File: src/hw/rtl/fls_pkg.sv
// Shared types, opcodes and constants of the logistic-regression step engine.
// Used by fls_ctrl, fls_datapath and finito_logistic_step; no dependencies.
`timescale 1ns / 1ps
`default_nettype none

package fls_pkg;

  localparam int SAMPLES_DEF  = 1024;
  localparam int FEATURES_DEF = 16;

  localparam logic [1:0] OP_LOAD_FEATURE = 2'd0;
  localparam logic [1:0] OP_LOAD_LABEL   = 2'd1;
  localparam logic [1:0] OP_STEP         = 2'd2;
  localparam logic [1:0] OP_READ_MEAN    = 2'd3;

  localparam logic [1:0] CFG_STEP_SIZE  = 2'd0;
  localparam logic [1:0] CFG_REG_WEIGHT = 2'd1;
  localparam logic [1:0] CFG_INV_COUNT  = 2'd2;

  localparam logic [30:0] STEP_SIZE_RST  = 31'd655;
  localparam logic [30:0] REG_WEIGHT_RST = 31'd0;
  localparam logic [16:0] INV_COUNT_RST  = 17'd64;

  localparam logic [2:0] MUL_MX = 3'd0;
  localparam logic [2:0] MUL_YD = 3'd1;
  localparam logic [2:0] MUL_GY = 3'd2;
  localparam logic [2:0] MUL_GX = 3'd3;
  localparam logic [2:0] MUL_SM = 3'd4;
  localparam logic [2:0] MUL_AG = 3'd5;
  localparam logic [2:0] MUL_DI = 3'd6;

  typedef struct packed {
    logic       accept;
    logic       clr;
    logic       rd;
    logic       rd_mean;
    logic       mul_en;
    logic [2:0] mul_sel;
    logic       acc_clr;
    logic       acc_en;
    logic       dot_ld;
    logic       g_ld;
    logic       gy_ld;
    logic       gx_ld;
    logic       grad_ld;
    logic       delta_ld;
    logic       wr;
    logic       cnt_clr;
    logic       cnt_inc;
    logic       out_ld;
  } cmd_t;

  typedef struct packed {
    logic clr_last;
    logic cnt_last;
    logic row_ok;
  } status_t;

  function automatic logic signed [31:0] sat32(input logic signed [63:0] v);
    logic signed [31:0] r;
    if (v > 64'sd2147483647) begin
      r = 32'sh7fffffff;
    end else if (v < -64'sd2147483648) begin
      r = 32'sh80000000;
    end else begin
      r = v[31:0];
    end
    return r;
  endfunction

endpackage

`default_nettype wire

File: src/hw/rtl/fls_ctrl.sv
// Sequencer of the step engine: clearing pass, opcode dispatch, update loops.
// Depends on fls_pkg; drives fls_datapath through cmd_t.
`timescale 1ns / 1ps
`default_nettype none

module fls_ctrl (
  input  wire logic             clk,
  input  wire logic             rst_n,
  input  wire logic             in_valid,
  output logic                  in_ready,
  input  wire logic [1:0]       in_opcode,
  output logic                  out_valid,
  input  wire logic             out_ready,
  input  wire fls_pkg::status_t status,
  output fls_pkg::cmd_t         cmd
);

  localparam logic [4:0] ST_CLR  = 5'd0;
  localparam logic [4:0] ST_IDLE = 5'd1;
  localparam logic [4:0] ST_RDM  = 5'd2;
  localparam logic [4:0] ST_OUT  = 5'd3;
  localparam logic [4:0] ST_DRD  = 5'd4;
  localparam logic [4:0] ST_DMUL = 5'd5;
  localparam logic [4:0] ST_DACC = 5'd6;
  localparam logic [4:0] ST_DSAT = 5'd7;
  localparam logic [4:0] ST_TMUL = 5'd8;
  localparam logic [4:0] ST_GSET = 5'd9;
  localparam logic [4:0] ST_GMUL = 5'd10;
  localparam logic [4:0] ST_GYST = 5'd11;
  localparam logic [4:0] ST_URD  = 5'd12;
  localparam logic [4:0] ST_UGX  = 5'd13;
  localparam logic [4:0] ST_USM  = 5'd14;
  localparam logic [4:0] ST_UGR  = 5'd15;
  localparam logic [4:0] ST_UAG  = 5'd16;
  localparam logic [4:0] ST_UDL  = 5'd17;
  localparam logic [4:0] ST_UDI  = 5'd18;
  localparam logic [4:0] ST_UWR  = 5'd19;

  logic [4:0] state_r, state_nxt;
  logic       out_valid_r, out_valid_nxt;

  always_comb begin
    state_nxt = state_r;
    cmd = '0;
    in_ready = 1'b0;
    case (state_r)
      ST_CLR: begin
        cmd.clr = 1'b1;
        if (status.clr_last) state_nxt = ST_IDLE;
      end
      ST_IDLE: begin
        in_ready = 1'b1;
        if (in_valid) begin
          cmd.accept = 1'b1;
          cmd.cnt_clr = 1'b1;
          cmd.acc_clr = 1'b1;
          if (in_opcode == fls_pkg::OP_READ_MEAN) begin
            state_nxt = ST_RDM;
          end else if (in_opcode == fls_pkg::OP_STEP && status.row_ok) begin
            state_nxt = ST_DRD;
          end
        end
      end
      ST_RDM: begin
        cmd.rd_mean = 1'b1;
        state_nxt = ST_OUT;
      end
      ST_OUT: begin
        if (!out_valid_r || out_ready) begin
          cmd.out_ld = 1'b1;
          state_nxt = ST_IDLE;
        end
      end
      ST_DRD: begin
        cmd.rd = 1'b1;
        state_nxt = ST_DMUL;
      end
      ST_DMUL: begin
        cmd.mul_en = 1'b1;
        cmd.mul_sel = fls_pkg::MUL_MX;
        state_nxt = ST_DACC;
      end
      ST_DACC: begin
        cmd.acc_en = 1'b1;
        if (status.cnt_last) begin
          cmd.cnt_clr = 1'b1;
          state_nxt = ST_DSAT;
        end else begin
          cmd.cnt_inc = 1'b1;
          state_nxt = ST_DRD;
        end
      end
      ST_DSAT: begin
        cmd.dot_ld = 1'b1;
        state_nxt = ST_TMUL;
      end
      ST_TMUL: begin
        cmd.mul_en = 1'b1;
        cmd.mul_sel = fls_pkg::MUL_YD;
        state_nxt = ST_GSET;
      end
      ST_GSET: begin
        cmd.g_ld = 1'b1;
        state_nxt = ST_GMUL;
      end
      ST_GMUL: begin
        cmd.mul_en = 1'b1;
        cmd.mul_sel = fls_pkg::MUL_GY;
        state_nxt = ST_GYST;
      end
      ST_GYST: begin
        cmd.gy_ld = 1'b1;
        state_nxt = ST_URD;
      end
      ST_URD: begin
        cmd.rd = 1'b1;
        state_nxt = ST_UGX;
      end
      ST_UGX: begin
        cmd.mul_en = 1'b1;
        cmd.mul_sel = fls_pkg::MUL_GX;
        state_nxt = ST_USM;
      end
      ST_USM: begin
        cmd.gx_ld = 1'b1;
        cmd.mul_en = 1'b1;
        cmd.mul_sel = fls_pkg::MUL_SM;
        state_nxt = ST_UGR;
      end
      ST_UGR: begin
        cmd.grad_ld = 1'b1;
        state_nxt = ST_UAG;
      end
      ST_UAG: begin
        cmd.mul_en = 1'b1;
        cmd.mul_sel = fls_pkg::MUL_AG;
        state_nxt = ST_UDL;
      end
      ST_UDL: begin
        cmd.delta_ld = 1'b1;
        state_nxt = ST_UDI;
      end
      ST_UDI: begin
        cmd.mul_en = 1'b1;
        cmd.mul_sel = fls_pkg::MUL_DI;
        state_nxt = ST_UWR;
      end
      ST_UWR: begin
        cmd.wr = 1'b1;
        if (status.cnt_last) begin
          state_nxt = ST_IDLE;
        end else begin
          cmd.cnt_inc = 1'b1;
          state_nxt = ST_URD;
        end
      end
      default: begin
        state_nxt = ST_IDLE;
      end
    endcase
  end

  always_comb begin
    out_valid_nxt = out_valid_r;
    if (out_valid_r && out_ready) out_valid_nxt = 1'b0;
    if (cmd.out_ld) out_valid_nxt = 1'b1;
  end

  always_ff @(posedge clk) begin
    if (!rst_n) begin
      state_r <= ST_CLR;
      out_valid_r <= 1'b0;
    end else begin
      state_r <= state_nxt;
      out_valid_r <= out_valid_nxt;
    end
  end

  assign out_valid = out_valid_r;

`ifndef SYNTHESIS
  a_reset_clears: assert property (@(posedge clk)
    !rst_n |=> (state_r == ST_CLR && !out_valid_r))
    else $error("reset did not start clearing pass");
  a_step_ends: assert property (@(posedge clk) disable iff (!rst_n)
    (state_r == ST_UWR && status.cnt_last) |=> state_r == ST_IDLE)
    else $error("update loop overran last feature");
  a_out_loaded: assert property (@(posedge clk) disable iff (!rst_n)
    (state_r == ST_OUT && (!out_valid_r || out_ready)) |=> out_valid_r)
    else $error("mean read lost its transfer");
  a_no_accept_busy: assert property (@(posedge clk) disable iff (!rst_n)
    (cmd.wr || cmd.clr || cmd.rd) |-> !in_ready)
    else $error("input taken while busy");
`endif

endmodule

`default_nettype wire

File: config.mk
export PLATFORM = sky130hd
export DESIGN_NAME = fls_ctrl
export DESIGN_NICKNAME = d
export VERILOG_FILES = /design/src/hw/rtl/fls_pkg.sv /design/src/hw/rtl/fls_ctrl.sv
export SDC_FILE = /design/constraint.sdc
export NUM_CORES = 1
export LEC_CHECK = 0
export BUFFER_PORTS_ARGS = -buffer_cell sky130_fd_sc_hd__buf_2
export CAP_MARGIN = 0
export CORE_AREA = 2 2 42 44
export DETAILED_ROUTE_END_ITERATION = 10
export DIE_AREA = 0 0 44 46
export PLACE_DENSITY = 0.75
export SLEW_MARGIN = 20
export SYNTH_ARGS = -nofsm -noshare
export SYNTH_HDL_FRONTEND = slang
export SYNTH_SLANG_ARGS = --single-unit
File: constraint.sdc
create_clock -name clk -period 2.1 [get_ports clk]
set_clock_uncertainty 0.2 [all_clocks]
set_input_delay 0 -clock clk [delete_from_list [all_inputs] [get_ports clk]]
set_output_delay 0 -clock clk [all_outputs]
set_load 0.01 [all_outputs]
# [After elaboration in Yosys (flattened, before gate mapping)]
# Cells that the tools add are included.
[word_totals] reg_bits=6 input_bits=9 out_inout_bits=22 wordCells=67
[classes] eq_ne=25 muxes=31 reduce_logical=9
[op_table] op="one-hot mux 5 bit (20 select lines)" n=1
[op_table] op="== test 5 x 4 -> 1 bit (second input constant)" n=8
[op_table] op="one-hot mux 4 bit (7 select lines)" n=1
[op_table] op="two-way mux 5 bit" n=5
[op_table] op="two-way mux 1 bit" n=21
[op_table] op="== test 5 x 3 -> 1 bit (second input constant)" n=4
[op_table] op="== test 5 bit (second input constant)" n=4
[op_table] op="== test 5 x 2 -> 1 bit (second input constant)" n=2
[op_table] op="inequality test 2 bit (second input constant)" n=3
[op_table] op="== test 5 x 1 -> 1 bit (second input constant)" n=1
[op_table] op="zero test 5 bit" n=1
[op_table] op="== test 2 bit (second input constant)" n=2
[op_table] op="two-way mux 4 bit" n=1
[op_table] op="AND reduction 4 bit" n=1
[op_table] op="OR reduction 2 bit" n=2
[op_table] op="inequality test 3 bit (second input constant)" n=1
[op_table] op="logical AND 1 bit" n=2
[op_table] op="two-way mux 2 bit" n=1
[op_table] op="one-hot mux 1 bit (2 select lines)" n=1
[op_table] op="nonzero test 2 bit" n=1
[op_table] op="zero test 1 bit" n=1
[op_table] op="logical OR 1 bit" n=1

# [Depth between registers and ports, before layout]
[logic_depth] ltp_word=6 ltp_mapped=6 depth_no_buf=4

# [Least setup slack after synthesis]
# OpenSTA, ideal clock, no wires.
[synth_path] kind="reg2reg" start="register state_r[4]" end="register state_r[1]" setup_time_ns=0.117 arrival_ns=1.452 required_ns=1.783 path_slack_ns=0.331 path_stages_with_launch=7 n_path_buf=2 synth_period_minus_slack_ns=1.769 cell_sequence="dfxtp_1 > buf_6 > or3_1 > buf_6 > nor4b_4 > nor4_1 > a32o_1"
[synth_between] elab_chain_len=3 word_cells_on_any_way=26 cone_classes="eq/ne: 23; mux: 1; reduce/logical: 2"
[synth_lines] item="start, declared" line="fls_ctrl.sv:39" source="logic [4:0] state_r, state_nxt;"
[synth_lines] item="start signal, assigned" line="fls_ctrl.sv:174" source="state_r <= state_nxt;"
[synth_lines] item="== test 5 x 1 -> 1 bit, or another cell as far along" line="fls_ctrl.sv:46" source="case (state_r)"
[synth_lines] item="inequality test 3 bit (no source line) / inequality test 2 bit (equally long branches)"
[synth_lines] item="AND reduction 4 bit (no source line)"
# Parallel ways exist; a longest one is shown, timed or not.
# A chain may end at the register's enable or synchronous reset.

==> metrics.md <==
| Metric | Value |
|---|---|
| Worst setup startpoint | state_r[2] |
| Nets@finish | approximately 140 |
| Drt first-iter violations | 20 |
| Via count | around 800 |
| Antenna-violating nets left | 0 |
| LEAKAGE | 0.418 nW |
| CP Data Required Time | ~1.9 ns |
| Share of layout cells above drive strength 1 | between 30% and 40% |
| Inserted Clock Buffers | 3 |
| Slew @ Worst Pin | about 0.34 ns |
| Reg power frac | 38.4% |
| Hold WC Path Type | in2reg |
| # setup viols final | 0 |
| Worst r2r src | state_r[2] |
| Final core utilization | between 50% and 60% |
| Min Tclk post-route | about 1.9 ns |
| WHS | approximately 0.022 ns |
| Die area | about 2000 sq um |
| VDD IR max | 252 uV |
| Initial antenna violation count | 0 |
| Yosys top cell by area | dfxtp_1 |
| Fin crit share | about nine tenths |
| Port buffer count | 30 |
| Post-synthesis sequential area ratio | approximately 18% |
| Router iterations before antenna repair | 4 |
| Total grt overflow | 0 |
| CP arrival | around 1.7 ns |
| Core footprint | approximately 1600 sq um |
| Vias in the first global route | roughly 680 |
| Worst setup margin | ~0.20 ns |
| Max Cap Violations | 0 |
| Total power draw | approximately 0.00031 W |
| Clock power frac | roughly 33% |
| Synth cell types | 34 |
| Ys flop type | dfxtp_1 |
| Commonest cells in the synthesized netlist | nor2_1 (13), nor3_1 (9), o21ai_0 (8), clkbuf_1 (6), dfxtp_1 (6) |
| Fillers | around 150 |
| Top-count cell post-synth | nor2_1 |
| Postcts setup bufs | 0 |
| Ant diodes | 0 |
| Io pins | 31 |
| Syn avg cell area | 7.13 sq um |
| RSZ-0062 raised after global routing | false |
| Cell row count | 15 |
| DRC errors left | 0 |
| Power Density | 346 nW/um^2 |
| Die height | around 46 microns |
| CP Class | reg2out |
| First-pass GRT wire length | around 2.9 mm |
| #FFs+latches synth | 6 |
| CP max FO | 12 |
| CTS Buffer Depth | 2 |
| EDFF count, synth | 0 |
| Vias per inst | roughly 5.5 |
| Net Sw Power | between 0.00008 and 0.00009 W |
| Gpl congestion | slightly above 0.8 |
| CTS tree | yes |
| Die Width | between 40 and 50 microns |
| Root Buffer | clkbuf_4 |
| Ys async rst share | 0% |
| Fmax | roughly 530 MHz |
| Synth area leaders | dfxtp_1 (18%), nor2_1 (7.1%), nor3_1 (6.6%) |
| Mapped Area | a little under 700 sq um |
| Gate Count Post-Synth | 96 |
| Switching Share | roughly 29% |
| CP Capture Type | output pin |
| HPWL Detailed | about 1.4 mm |
| WL/cell | between 10 and 15 microns |
| Syn nets | 105 |
| Total track usage | about a fifth |
| Num Clock Sinks | 6 |
| Worst-path clk slew | 0.04 ns |
| Post-Place Worst Slack | around 0.23 ns |
| Clk Latency, worst-skew pair | ~0.24 ns |
| Area delta synth->final | 30.9% |
| Internal | approximately 0.00022 W |
| H-Tree Depth | 1 |
| Setup TNS | 0 ns |
| Pin count of the biggest net entering global routing | 18 |
| CP Launch Type | flop |
| Final Hold Fails | 0 |
| Max Slew Vio Count | 0 |
| Worst Min Path Start | status[0] |
| Slew HR | 76.7% |
| Synth top area share | between 10% and 20% |
| Final wirelength | roughly 1.9 mm |
| Outcome | completed |
| Starting Density | 42.4% |
| Combinational Power Share | around 28% |
| Yosys Warn Count | 0 |
==> logic make-up (layout without fill, tap and decap cells) <==
logic type | count (synthesis) | in the layout | synth area share [%]
and+or+nand+nor | 47 | 47 | 38.9
AOI/OAI and AO/OA | 27 | 27 | 28.7
buffers and inverters | 13 | 45 | 11.0
DFF | 6 | 6 | 17.6
xor gates and xnor gates | 3 | 3 | 3.84
==> cell usage in the layout (no fill, tap or decap), types with 3 or more instances in the layout <==
cell,instances
a21oi_1,5
buf_2,30
buf_4,6
clkbuf_4,3
dfxtp_1,6
dlygate4sd3_1,4
nand2_1,5
nand2b_1,4
nand3_1,3
nor2_1,13
nor2b_1,3
nor3_1,9
o21a_1,3
o21ai_0,8
==> sequential cells by signal (all words and copies together) (netlist names) <==
| signal | count |
|---|---|
| out_valid | 1 |
| state_r | 5 |
==> power groups by stage <==
stage	Sequential, W	Clock [W]	Combinational, W
after floorplan	0.000120	0	0.0000562
after CTS	0.000119	0.000111	0.0000867
final	0.000119	0.000104	0.0000872
after detailed placement	0.000121	0	0.0000812
after global routing	0.000119	0.000118	0.0000961
after global placement	0.000121	0	0.0000804
==> worst max-delay path, stage by stage (launching register included) <==
cell and delay, ns:
dfxtp_1 0.41, or3b_1 0.47, nor3_1 0.19, and2_1 0.18, a21o_1 0.09, buf_2 0.12
==> area by class of cell <==
| class | instances | area, sq um | share of cell area, % |
|---|---|---|---|
| timing repair buffer | 40 | 235 | 26.3 |
| sequential | 6 | 120 | 13.4 |
| tap | 17 | 21.3 | 2.37 |
| multi-input combinational | 77 | 489 | 54.6 |
| inverter | 2 | 7.51 | 0.838 |
| clock buffer | 3 | 22.5 | 2.51 |
==> per-stage QoR <==
step	cell area, sq um	instances
finish	896	145
global route	896	145
CTS	896	145
detailed placement	833	138
global placement	833	138
floorplan	684	96
==> per-layer routing <==
metal	GRT usage, %	up-vias	part of all wire, %
met5	0	-	0
met4	10.9	0	1.9
met3	1.19	4	6.3
met2	34.1	31	49
met1	23.2	356	43
li1	-	412	-
==> worst paths after layout <==
path           endpoint  slack (ns)  depth (start not counted)
max reg2reg  state_r[1]        0.21                          4
min reg2reg  state_r[0]        0.46                          3
min          state_r[0]        0.02                          5
max              cmd[2]        0.20                          5
==> repair_timing <==
item,in CTS,in global routing
hold buffers,4,0
resized for setup,0,0
hold endpoints to repair,6,0
(Power assumes the default switching activity.)
